--- src/rtl/tls_pkg.sv ---
// Shared constants and types for the text line statistics block.
package tls_pkg;

	localparam int COUNT_BITS_DEF = 40;	// default counter width
	localparam int OUT_BITS       = 40;	// width of the count fields on the result port
	localparam int FILES_BITS     = 32;	// width of the file counter

	localparam logic [7:0] LINE_FEED = 8'h0A;

	typedef enum logic {
		KIND_FILE = 1'b0,
		KIND_AGG  = 1'b1
	} record_kind_t;

endpackage

--- src/rtl/tls_file_count.sv ---
// Per-file counters: bytes, lines, empty lines, line width min/max.
module tls_file_count
	import tls_pkg::*;
#(
	parameter int COUNT_BITS = COUNT_BITS_DEF
) (
	input  logic                  clk,
	input  logic                  arst_n,
	input  logic                  advance,
	input  logic [7:0]            data_byte,
	input  logic                  byte_valid,
	input  logic                  end_of_file,
	output logic [COUNT_BITS-1:0] nxt_bytes,
	output logic [COUNT_BITS-1:0] nxt_lines,
	output logic [COUNT_BITS-1:0] nxt_empty,
	output logic [COUNT_BITS-1:0] nxt_wmin,
	output logic [COUNT_BITS-1:0] nxt_wmax
);

	logic [COUNT_BITS-1:0] bytes_q, lines_q, empty_q, width_q, wmin_q, wmax_q;
	logic [COUNT_BITS-1:0] nxt_width;
	logic                  is_lf;
	logic                  line_inc;

	function automatic logic [COUNT_BITS-1:0] sat_inc(input logic [COUNT_BITS-1:0] v);
		return (&v) ? v : v + 1'b1;
	endfunction

	always_comb begin
		is_lf     = byte_valid && (data_byte == LINE_FEED);
		nxt_bytes = byte_valid ? sat_inc(bytes_q) : bytes_q;
		nxt_empty = (is_lf && (width_q == '0)) ? sat_inc(empty_q) : empty_q;
		nxt_wmin  = (is_lf && (width_q < wmin_q)) ? width_q : wmin_q;
		nxt_wmax  = (is_lf && (width_q > wmax_q)) ? width_q : wmax_q;
		if (is_lf) begin
			nxt_width = '0;
		end else if (byte_valid) begin
			nxt_width = sat_inc(width_q);
		end else begin
			nxt_width = width_q;
		end
		// a line feed closes a line; an open line at end of file also counts
		line_inc  = is_lf || (end_of_file && (nxt_width != '0));
		nxt_lines = line_inc ? sat_inc(lines_q) : lines_q;
	end

	always_ff @(posedge clk or negedge arst_n) begin
		if (!arst_n) begin
			bytes_q <= '0;
			lines_q <= '0;
			empty_q <= '0;
			width_q <= '0;
			wmin_q  <= '1;
			wmax_q  <= '0;
		end else if (advance) begin
			if (end_of_file) begin
				bytes_q <= '0;
				lines_q <= '0;
				empty_q <= '0;
				width_q <= '0;
				wmin_q  <= '1;
				wmax_q  <= '0;
			end else begin
				bytes_q <= nxt_bytes;
				lines_q <= nxt_lines;
				empty_q <= nxt_empty;
				width_q <= nxt_width;
				wmin_q  <= nxt_wmin;
				wmax_q  <= nxt_wmax;
			end
		end
	end

endmodule

--- src/rtl/tls_aggregate.sv ---
// Running totals and per-file min/max over all finished files.
module tls_aggregate
	import tls_pkg::*;
#(
	parameter int COUNT_BITS = COUNT_BITS_DEF
) (
	input  logic                  clk,
	input  logic                  arst_n,
	input  logic                  update,
	input  logic [COUNT_BITS-1:0] f_bytes,
	input  logic [COUNT_BITS-1:0] f_lines,
	input  logic [COUNT_BITS-1:0] f_empty,
	output logic [COUNT_BITS-1:0] nxt_sum_bytes,
	output logic [COUNT_BITS-1:0] nxt_sum_lines,
	output logic [COUNT_BITS-1:0] nxt_sum_empty,
	output logic [COUNT_BITS-1:0] nxt_size_min,
	output logic [COUNT_BITS-1:0] nxt_size_max,
	output logic [COUNT_BITS-1:0] nxt_lines_min,
	output logic [COUNT_BITS-1:0] nxt_lines_max,
	output logic [FILES_BITS-1:0] nxt_files
);

	logic [COUNT_BITS-1:0] sum_bytes_q, sum_lines_q, sum_empty_q;
	logic [COUNT_BITS-1:0] size_min_q, size_max_q, lines_min_q, lines_max_q;
	logic [FILES_BITS-1:0] files_q;

	function automatic logic [COUNT_BITS-1:0] sat_add(input logic [COUNT_BITS-1:0] a,
		input logic [COUNT_BITS-1:0] b);
		logic [COUNT_BITS:0] s;
		s = {1'b0, a} + {1'b0, b};
		return s[COUNT_BITS] ? '1 : s[COUNT_BITS-1:0];
	endfunction

	always_comb begin
		nxt_sum_bytes = sat_add(sum_bytes_q, f_bytes);
		nxt_sum_lines = sat_add(sum_lines_q, f_lines);
		nxt_sum_empty = sat_add(sum_empty_q, f_empty);
		nxt_size_min  = (f_bytes < size_min_q)  ? f_bytes : size_min_q;
		nxt_size_max  = (f_bytes > size_max_q)  ? f_bytes : size_max_q;
		nxt_lines_min = (f_lines < lines_min_q) ? f_lines : lines_min_q;
		nxt_lines_max = (f_lines > lines_max_q) ? f_lines : lines_max_q;
		nxt_files     = (&files_q) ? files_q : files_q + 1'b1;
	end

	always_ff @(posedge clk or negedge arst_n) begin
		if (!arst_n) begin
			sum_bytes_q <= '0;
			sum_lines_q <= '0;
			sum_empty_q <= '0;
			size_min_q  <= '1;
			size_max_q  <= '0;
			lines_min_q <= '1;
			lines_max_q <= '0;
			files_q     <= '0;
		end else if (update) begin
			sum_bytes_q <= nxt_sum_bytes;
			sum_lines_q <= nxt_sum_lines;
			sum_empty_q <= nxt_sum_empty;
			size_min_q  <= nxt_size_min;
			size_max_q  <= nxt_size_max;
			lines_min_q <= nxt_lines_min;
			lines_max_q <= nxt_lines_max;
			files_q     <= nxt_files;
		end
	end

endmodule

--- src/rtl/tls_out_stage.sv ---
// Result register: holds a file/aggregate record pair and presents it in two transactions.
module tls_out_stage
	import tls_pkg::*;
(
	input  logic                clk,
	input  logic                arst_n,
	input  logic                load,
	input  logic [OUT_BITS-1:0] f_bytes,
	input  logic [OUT_BITS-1:0] f_lines,
	input  logic [OUT_BITS-1:0] f_empty,
	input  logic [OUT_BITS-1:0] f_wmin,
	input  logic [OUT_BITS-1:0] f_wmax,
	input  logic [OUT_BITS-1:0] a_bytes,
	input  logic [OUT_BITS-1:0] a_lines,
	input  logic [OUT_BITS-1:0] a_empty,
	input  logic [OUT_BITS-1:0] a_size_min,
	input  logic [OUT_BITS-1:0] a_size_max,
	input  logic [OUT_BITS-1:0] a_lines_min,
	input  logic [OUT_BITS-1:0] a_lines_max,
	input  logic [FILES_BITS-1:0] a_files,
	output logic                free,
	output logic                out_valid,
	input  logic                out_ready,
	output logic                record_kind,
	output logic                last_record,
	output logic [OUT_BITS-1:0] byte_total,
	output logic [OUT_BITS-1:0] line_total,
	output logic [OUT_BITS-1:0] empty_line_total,
	output logic [OUT_BITS-1:0] first_min,
	output logic [OUT_BITS-1:0] first_max,
	output logic [OUT_BITS-1:0] second_min,
	output logic [OUT_BITS-1:0] second_max,
	output logic [FILES_BITS-1:0] file_total
);

	logic         pair_valid_q;
	record_kind_t phase_q;
	logic [OUT_BITS-1:0] f_bytes_q, f_lines_q, f_empty_q, f_wmin_q, f_wmax_q;
	logic [OUT_BITS-1:0] a_bytes_q, a_lines_q, a_empty_q;
	logic [OUT_BITS-1:0] a_size_min_q, a_size_max_q, a_lines_min_q, a_lines_max_q;
	logic [FILES_BITS-1:0] a_files_q;
	logic         out_take;
	logic         is_agg;

	assign out_valid = pair_valid_q;
	assign out_take  = pair_valid_q && out_ready;
	assign is_agg    = (phase_q == KIND_AGG);
	assign free      = !pair_valid_q || (out_take && is_agg);

	always_ff @(posedge clk or negedge arst_n) begin
		if (!arst_n) begin
			pair_valid_q <= 1'b0;
			phase_q      <= KIND_FILE;
		end else if (load) begin
			pair_valid_q <= 1'b1;
			phase_q      <= KIND_FILE;
		end else if (out_take) begin
			if (is_agg) begin
				pair_valid_q <= 1'b0;
			end else begin
				phase_q <= KIND_AGG;
			end
		end
	end

	always_ff @(posedge clk) begin
		if (load) begin
			f_bytes_q     <= f_bytes;
			f_lines_q     <= f_lines;
			f_empty_q     <= f_empty;
			f_wmin_q      <= f_wmin;
			f_wmax_q      <= f_wmax;
			a_bytes_q     <= a_bytes;
			a_lines_q     <= a_lines;
			a_empty_q     <= a_empty;
			a_size_min_q  <= a_size_min;
			a_size_max_q  <= a_size_max;
			a_lines_min_q <= a_lines_min;
			a_lines_max_q <= a_lines_max;
			a_files_q     <= a_files;
		end
	end

	always_comb begin
		record_kind = phase_q;
		last_record = is_agg;
		if (is_agg) begin
			byte_total       = a_bytes_q;
			line_total       = a_lines_q;
			empty_line_total = a_empty_q;
			first_min        = a_size_min_q;
			first_max        = a_size_max_q;
			second_min       = a_lines_min_q;
			second_max       = a_lines_max_q;
			file_total       = a_files_q;
		end else begin
			byte_total       = f_bytes_q;
			line_total       = f_lines_q;
			empty_line_total = f_empty_q;
			first_min        = f_wmin_q;
			first_max        = f_wmax_q;
			second_min       = '0;
			second_max       = '0;
			file_total       = '0;
		end
	end

endmodule

--- src/rtl/text_line_statistics.sv ---
// Text line statistics: one byte per transaction in; a per-file record followed by an
// aggregate record out at each end of file. Timing: an input transaction is registered,
// then the per-file and aggregate counters are updated from that register, so one byte
// per clock is accepted while no end of file waits on the result register. An item marked
// end_of_file loads a record pair into the result register, which hands out the file
// record and then the aggregate record in two output transactions; a following end of file
// waits until the aggregate record of the previous pair has been taken, and bytes flow at
// one per cycle as long as the output side keeps up. The file record reaches the output
// once its end-of-file transaction has passed the input register and been loaded into
// the result register. Counters are COUNT_BITS wide and saturate at all ones; the file
// counter saturates at 2^32-1. Count fields on the output are 40 bits: narrower counters
// are zero extended, wider ones are truncated. An item with neither a byte nor an end mark
// is absorbed and changes nothing.
module text_line_statistics
	import tls_pkg::*;
#(
	parameter int COUNT_BITS = COUNT_BITS_DEF
) (
	input  logic                  clk,
	input  logic                  arst_n,
	// input channel
	input  logic                  in_valid,
	output logic                  in_ready,
	input  logic [7:0]            data_byte,
	input  logic                  byte_valid,
	input  logic                  end_of_file,
	// result channel
	output logic                  out_valid,
	input  logic                  out_ready,
	output logic                  record_kind,
	output logic                  last_record,
	output logic [OUT_BITS-1:0]   byte_total,
	output logic [OUT_BITS-1:0]   line_total,
	output logic [OUT_BITS-1:0]   empty_line_total,
	output logic [OUT_BITS-1:0]   first_min,
	output logic [OUT_BITS-1:0]   first_max,
	output logic [OUT_BITS-1:0]   second_min,
	output logic [OUT_BITS-1:0]   second_max,
	output logic [FILES_BITS-1:0] file_total
);

	// input register
	logic       valid_s1;
	logic [7:0] byte_s1;
	logic       byte_valid_s1;
	logic       eof_s1;

	logic advance;		// stage 1 item retires into the counters this cycle
	logic out_free;		// result register can take a new record pair
	logic in_take;

	logic [COUNT_BITS-1:0] f_bytes, f_lines, f_empty, f_wmin, f_wmax;
	logic [COUNT_BITS-1:0] a_bytes, a_lines, a_empty;
	logic [COUNT_BITS-1:0] a_size_min, a_size_max, a_lines_min, a_lines_max;
	logic [FILES_BITS-1:0] a_files;

	// non-final bytes never need the result register; only file ends wait on it
	assign advance  = valid_s1 && (!eof_s1 || out_free);
	assign in_ready = !valid_s1 || advance;
	assign in_take  = in_valid && in_ready;

	always_ff @(posedge clk or negedge arst_n) begin
		if (!arst_n) begin
			valid_s1 <= 1'b0;
		end else if (in_ready) begin
			valid_s1 <= in_valid;
		end
	end

	always_ff @(posedge clk) begin
		if (in_take) begin
			byte_s1       <= data_byte;
			byte_valid_s1 <= byte_valid;
			eof_s1        <= end_of_file;
		end
	end

	tls_file_count #(
		.COUNT_BITS(COUNT_BITS)
	) u_file (
		.clk        (clk),
		.arst_n     (arst_n),
		.advance    (advance),
		.data_byte  (byte_s1),
		.byte_valid (byte_valid_s1),
		.end_of_file(eof_s1),
		.nxt_bytes  (f_bytes),
		.nxt_lines  (f_lines),
		.nxt_empty  (f_empty),
		.nxt_wmin   (f_wmin),
		.nxt_wmax   (f_wmax)
	);

	// aggregate folds in the finished file's final counts
	tls_aggregate #(
		.COUNT_BITS(COUNT_BITS)
	) u_agg (
		.clk          (clk),
		.arst_n       (arst_n),
		.update       (advance && eof_s1),
		.f_bytes      (f_bytes),
		.f_lines      (f_lines),
		.f_empty      (f_empty),
		.nxt_sum_bytes(a_bytes),
		.nxt_sum_lines(a_lines),
		.nxt_sum_empty(a_empty),
		.nxt_size_min (a_size_min),
		.nxt_size_max (a_size_max),
		.nxt_lines_min(a_lines_min),
		.nxt_lines_max(a_lines_max),
		.nxt_files    (a_files)
	);

	tls_out_stage u_out (
		.clk             (clk),
		.arst_n          (arst_n),
		.load            (advance && eof_s1),
		.f_bytes         (OUT_BITS'(f_bytes)),
		.f_lines         (OUT_BITS'(f_lines)),
		.f_empty         (OUT_BITS'(f_empty)),
		.f_wmin          (OUT_BITS'(f_wmin)),
		.f_wmax          (OUT_BITS'(f_wmax)),
		.a_bytes         (OUT_BITS'(a_bytes)),
		.a_lines         (OUT_BITS'(a_lines)),
		.a_empty         (OUT_BITS'(a_empty)),
		.a_size_min      (OUT_BITS'(a_size_min)),
		.a_size_max      (OUT_BITS'(a_size_max)),
		.a_lines_min     (OUT_BITS'(a_lines_min)),
		.a_lines_max     (OUT_BITS'(a_lines_max)),
		.a_files         (a_files),
		.free            (out_free),
		.out_valid       (out_valid),
		.out_ready       (out_ready),
		.record_kind     (record_kind),
		.last_record     (last_record),
		.byte_total      (byte_total),
		.line_total      (line_total),
		.empty_line_total(empty_line_total),
		.first_min       (first_min),
		.first_max       (first_max),
		.second_min      (second_min),
		.second_max      (second_max),
		.file_total      (file_total)
	);

endmodule

--- config.mk ---
export PLATFORM = sky130hd
export DESIGN_NAME = text_line_statistics
export DESIGN_NICKNAME = d
export VERILOG_FILES = /design/src/rtl/tls_pkg.sv /design/src/rtl/tls_file_count.sv /design/src/rtl/tls_aggregate.sv /design/src/rtl/tls_out_stage.sv /design/src/rtl/text_line_statistics.sv
export SDC_FILE = /design/constraint.sdc
export NUM_CORES = 2
export LEC_CHECK = 0
export ABC_AREA = 1
export ABC_CLOCK_PERIOD_IN_PS = 17400
export CAP_MARGIN = 10
export CORE_MARGIN = 8
export CORE_UTILIZATION = 45
export DETAILED_ROUTE_END_ITERATION = 10
export DONT_BUFFER_PORTS = 1
export REMOVE_ABC_BUFFERS = 1
export SETUP_SLACK_MARGIN = 0.05
export SYNTH_ARGS = -nofsm -noshare
export SYNTH_HDL_FRONTEND = slang
export SYNTH_SLANG_ARGS = --single-unit
export TNS_END_PERCENT = 20
--- constraint.sdc ---
create_clock -name clk -period 17.4 [get_ports clk]
set_input_delay 0.87 -clock clk [delete_from_list [all_inputs] [get_ports clk]]
set_output_delay 0.87 -clock clk [all_outputs]
set_load 0.02 [all_outputs]
=== Yosys cells after proc, flatten, opt, wreduce, memory -nomap -nowiden ===
Index checks and enable logic that the tools add are counted.

* $add $sub $neg: 8
* Magnitude comparators: 6
* Equal/unequal tests: 1
* Mux-type cells: 38
* Reductions and logical operators: 27

{| class="wikitable"
|+ Operators with widths
! operator !! number
|-
| two-way mux 40 bit || 31
|-
| adder 40 x 1 -> 40 bit, second input constant || 4
|-
| AND reduction 40 bit || 4
|-
| adder 40 x 40 -> 41 bit || 3
|-
| > comparator 40 bit || 3
|-
| less-than comparator 40 bit || 3
|-
| two-way mux 32 bit || 2
|-
| logical NOT 40 bit || 1
|-
| nonzero test 40 bit || 1
|-
| adder 32 x 1 -> 32 bit, second input constant || 1
|-
| AND reduction 32 bit || 1
|-
| logical AND 1 bit || 10
|-
| equality test 8 x 4 -> 1 bit, second input constant || 1
|-
| two-way mux 1 bit || 5
|-
| logical OR 1 bit || 4
|-
| nonzero test 2 bit || 2
|-
| logical NOT 1 bit || 3
|-
| AND reduction 2 bit || 1
|}

* Bits in registers: 1077
* Output and inout port bits: 316

=== Depth between registers and ports, before layout ===
* Depth after elaboration: 10
* Mapped depth: 46
* Mapped depth without buffers: 45

=== By module ===
Synthesis repeated with hierarchy kept, for this count alone.

* Cells, all modules: 9213
* Area, all modules: 69200.1 sq um

{| class="wikitable"
|+ Modules (own cells, without submodules)
! module !! instances !! cells an instance !! area an instance (sq um)
|-
| tls_aggregate || 1 || 4843 || 30514.3
|-
| tls_file_count || 1 || 2947 || 19322.3
|-
| tls_out_stage || 1 || 1403 || 18993.2
|-
| text_line_statistics || 1 || 20 || 370.4
|}

=== Least setup slack after synthesis ===
Ideal clock, no wire load.

* Kind: input to register
* From: in out_ready
* To: reg u_out.a_bytes_q[0], enable pin
* Data arrival time: 15.831 ns
* Data required time: 16.324 ns
* Setup slack: 0.493 ns
* Stages on the path: 8
* Path buffers: 2
* Cells stage by stage: nand2_1 -> o21ai_0 -> o21ai_0 -> inv_1 -> nand2_1 -> inv_1 -> clkbuf_1 -> clkbuf_1

* Word-level cells in the longest chain between the ends: 6

{| class="wikitable"
|+ RTL lines
! item !! RTL line !! source
|-
| start, declared || text_line_statistics.sv:29 || <nowiki>input logic out_ready,</nowiki>
|-
| logical AND 1 bit || tls_out_stage.sv:46 || <nowiki>assign out_take = pair_valid_q && out_ready;</nowiki>
|-
| logical AND 1 bit || tls_out_stage.sv:48 || <nowiki>assign free = !pair_valid_q || (out_take && is_agg);</nowiki>
|-
| logical OR 1 bit || tls_out_stage.sv:48 ||
|-
| logical OR 1 bit || text_line_statistics.sv:58 || <nowiki>assign advance = valid_s1 && (!eof_s1 || out_free);</nowiki>
|-
| logical AND 1 bit || text_line_statistics.sv:58 ||
|-
| logical AND 1 bit || -- ||
|-
| named net u_agg.update || tls_aggregate.sv:9 || <nowiki>input logic update,</nowiki>
|-
| end signal, assigned || tls_out_stage.sv:73 || <nowiki>a_bytes_q <= a_bytes;</nowiki>
|-
| end, declared || tls_out_stage.sv:39 || <nowiki>logic [OUT_BITS-1:0] a_bytes_q, a_lines_q, a_empty_q;</nowiki>
|}

The timed path passes the listed nets, and every way through them passes these cells.
A chain may end at the register's enable or synchronous reset.

=== Worst setup path in the final report ===
* From: reg byte_valid_s1
* To: reg u_agg.lines_max_q[33]

* Word-level cells in the longest chain between the ends: 8

{| class="wikitable"
|+ RTL lines
! item !! RTL line !! source
|-
| start, declared || text_line_statistics.sv:45 || <nowiki>logic byte_valid_s1;</nowiki>
|-
| start signal, assigned || text_line_statistics.sv:73 || <nowiki>byte_valid_s1 <= byte_valid;</nowiki>
|-
| two-way mux 40 bit / logical AND 1 bit (equally long branches) || tls_file_count.sv:37, tls_file_count.sv:30 ||
|-
| two-way mux 40 bit || tls_file_count.sv:35 || <nowiki>if (is_lf) begin</nowiki>
|-
| nonzero test 40 bit || tls_file_count.sv:43 || <nowiki>line_inc = is_lf || (end_of_file && (nxt_width != '0));</nowiki>
|-
| logical AND 1 bit || tls_file_count.sv:43 ||
|-
| logical OR 1 bit (*) || tls_file_count.sv:43 ||
|-
| two-way mux 40 bit (*) || tls_file_count.sv:44 || <nowiki>nxt_lines = line_inc ? sat_inc(lines_q) : lines_q;</nowiki>
|-
| named net f_lines[39] || text_line_statistics.sv:52 || <nowiki>logic [COUNT_BITS-1:0] f_bytes, f_lines, f_empty, f_wmin, f_wmax;</nowiki>
|-
| > comparator 40 bit (*) || tls_aggregate.sv:41 || <nowiki>nxt_lines_max = (f_lines > lines_max_q) ? f_lines : lines_max_q;</nowiki>
|-
| two-way mux 40 bit (*) || tls_aggregate.sv:41 ||
|-
| named net a_lines_max[33] || text_line_statistics.sv:54 || <nowiki>logic [COUNT_BITS-1:0] a_size_min, a_size_max, a_lines_min, a_lines_max;</nowiki>
|-
| end signal, assigned || tls_aggregate.sv:62 || <nowiki>lines_max_q <= nxt_lines_max;</nowiki>
|-
| end, declared || tls_aggregate.sv:24 || <nowiki>logic [COUNT_BITS-1:0] size_min_q, size_max_q, lines_min_q, lines_max_q;</nowiki>
|}

The timed path passes the listed nets; every way through them passes the cells marked *.

==> impl_results.md <==
* Die width at 383 um
* Detail Placement HPWL at 132 mm
* Final Net Count at 7554
* CP Class: flop to flop
* Gpl congestion at 0.957
* Final hold violation count at 0
* Max Clock Skew at 0.0250 ns
* Hold WS at 0.0594 ns
* Post-CTS Setup Inserts at 0
* Seq/Total Area, Yosys at 48.9%
* Final period utilization at 49.4%
* MaxCap Viol Count at 0
* P&R area growth vs syn at 9.38%
* CTS Sinks at 1077
* Ys flop type: edfxtp_1
* Final setup viols at 0
* TritonRoute pass-1 iters at 6
* Total GRT Usage at 24.6%
* Vias in the first global route at 47278
* Yosys warns at 0
* H-tree lvl count at 3
* Mean post-synth cell area at 8.36 um^2
* Worst hold path class: primary input to asynchronous set/reset pin
* Cell variety after synth at 66
* Antenna-violating nets left at 0
* EDFF count, synth at 522
* FF-to-FF Start: byte_valid_s1$_DFFE_PP_
* DIE AREA at 147000 um^2
* RR Endpoint: u_agg.lines_max_q[33]$_DFFE_PN0P_
* Static Leak at 30.5 nW
* Clock root buffer: clkbuf_16
* I/O pin count at 330
* Antenna violations before repair at 3
* Peak supply drop at 0.134 mV
* Total congestion overflow at 0
* First-pass GRT wire length at 285 mm
* Sum Neg Setup Slack at 0 ns
* # DRC at 0
* Fmax at 116 MHz
* Power Dens Cells at 163 nW/um^2
* Slew HR at 21.6%
* Min Tclk post-route at 8.60 ns
* Async SR Flop Fraction at 51.5%
* Count of input and output buffers at 0
* Slew Viols, Final at 0
* Clock Tree Buf Depth at 3
* Total Wirelength at 186 mm
* Syn Inst Count at 7261
* Yosys reg bits at 1077
* Initial drt markers at 4432
* CP Capture Type: flop
* Cell row count at 134
* Clock Latency Late Sink at 0.74 ns
* WP data required at 17.98 ns
* DR WL/cell at 20.6 um
* Via Count at 48999
* Worst-Margin Slew at 1.17 ns
* CP Launch Point: byte_valid_s1$_DFFE_PP_
* Largest net degree at the start of global routing at 436
* Via density at 5.42
* Status: finished, final reports clean
* Die Y at 383 um
* Arr. time, crit path at 9.18 ns
* Worst setup SP type: flop
* R2R depth at 26
* CP max FO at 64
* Initial core utilization at 45.4%
* Core ar. at 134000 um^2
* Hold Buf Count CTS at 3
* Reg clk slew, reported paths at 0.06 ns
* RSZ-0062 raised after global routing: no
* Mapped Area at 60700 um^2
* R2r setup slk at 8.80 ns
* CTS buffer count at 119
* Share of layout cells above drive strength 1 at 6.40%
* Resized Gates After CTS at 0
* TritonCTS clock tree: yes
==> synth_stat cells (88+ instances only) <==
master	count	area share, %
clkbuf_1	208	1.3
edfxtp_1	522	26
inv_1	869	5.4
ha_1	364	7.5
nand2_1	2323	14
a21oi_1	270	2.2
dfrtp_1	435	18
dfstp_2	120	5.2
xor2_1	199	2.9
o22ai_1	155	1.6
o21ai_0	546	4.5
nor2_1	329	2.0
nand3_1	298	2.5
nand4_1	88	0.91
==> critical path: stages (launching register included) <==
cell      delay [ns]
edfxtp_1        0.35
buf_4           0.53
inv_2           0.45
nor4_2          0.38
nand3_2         0.49
nand3_1         0.31
nand2_1         0.13
nor2_1          0.11
nand2_1         0.06
nor2_1          0.23
nand3_2         0.16
nand2_4         0.13
nand2_4         0.19
o21ai_0         0.55
inv_1           0.26
ha_1            0.38
nand2_1         0.07
inv_1           0.05
nand3_1         0.09
nor3_1          0.35
nor4b_1         0.82
nand3_1         0.26
o31ai_4         0.82
buf_4           0.69
o21ai_0         0.29
nand2_1         0.10
o21ai_1         0.08
==> metrics by stage <==
step / worst slack [ns] / cells / power, mW / utilization (%) / instance area [um^2]
after floorplan: -20.70 / 7001 / 6.99 / - / 59700
final: 8.80 / 9047 / 10.8 / 49.7 / 66400
after global placement: 9.21 / 8814 / 8.23 / 46.7 / 62300
after global routing: 8.15 / 9046 / 11.5 / 49.7 / 66400
after CTS: 8.89 / 9043 / 10.9 / 49.6 / 66300
after detailed placement: 8.91 / 8814 / 8.28 / 46.7 / 62300
==> cell usage in the layout, fill, tap and decap left out, types with 14 or more instances in the layout <==
cell type / instances
nand2_1: 2320
inv_1: 866
o21ai_0: 545
edfxtp_1: 522
dfrtp_1: 434
ha_1: 364
nor2_1: 328
nand3_1: 297
a21oi_1: 270
xor2_1: 199
o22ai_1: 155
clkbuf_16: 125
dfstp_2: 120
nand4_1: 88
nor3_1: 83
nor4_1: 50
or2_2: 45
and2_1: 42
buf_4: 42
clkinv_2: 31
xnor2_1: 26
o21ai_1: 25
o211ai_1: 24
a211oi_1: 20
a31oi_1: 20
clkbuf_1: 20
o21a_1: 15
o221ai_1: 14
==> layout make-up <==
class,instances,area (um^2)
Antenna cell,1,2.50
Clock buffer,158,3380
Clock inverter,68,538
Fill cell,12736,67200
Inverter,875,3310
Multi-Input combinational cell,5049,26700
Sequential cell,1077,29700
Tap cell,1768,2210
Timing Repair Buffer,51,505
==> layer usage <==
| metal | wire length, um | up-vias | global-route usage (%) |
|---|---|---|---|
| li1 | - | 23833 | - |
| met1 | 85500 | 23469 | 35.0 |
| met2 | 82900 | 1449 | 38.7 |
| met3 | 12700 | 248 | 4.65 |
| met4 | 5090 | 0 | 6.53 |
| met5 | 0 | - | 0 |
==> cell families (layout without fill, tap and decap cells) <==
family	Yosys count	after routing	synth area share, %
other cells	0	1	0
compound gates	1144	1144	10.4
xor+xnor	225	225	3.25
buf+inv	1135	1152	7.14
simple gates	3313	3313	22.6
fa+ha+maj	367	367	7.60
flops	1077	1077	48.9
==> worst max-delay path by stage <==
stage	end	slack [ns]	depth (start not counted)
after floorplan	u_agg.files_q[0]$_DFFE_PN0P_	-20.70	7
after global placement	u_agg.lines_max_q[12]$_DFFE_PN0P_	9.21	26
after detailed placement	u_agg.lines_max_q[33]$_DFFE_PN0P_	8.91	26
after CTS	u_agg.lines_max_q[19]$_DFFE_PN0P_	8.89	26
after global routing	u_agg.lines_max_q[19]$_DFFE_PN0P_	8.15	26
final	u_agg.lines_max_q[33]$_DFFE_PN0P_	8.80	26
==> power by group <==
group	internal (mW)	total [mW]	leakage (nW)	switching [mW]
combinational	1.08	4.36	16.6	3.28
sequential	3.47	3.89	12.0	0.419
clock	1.45	2.54	1.92	1.09
Power figures use the tool's default switching activity.
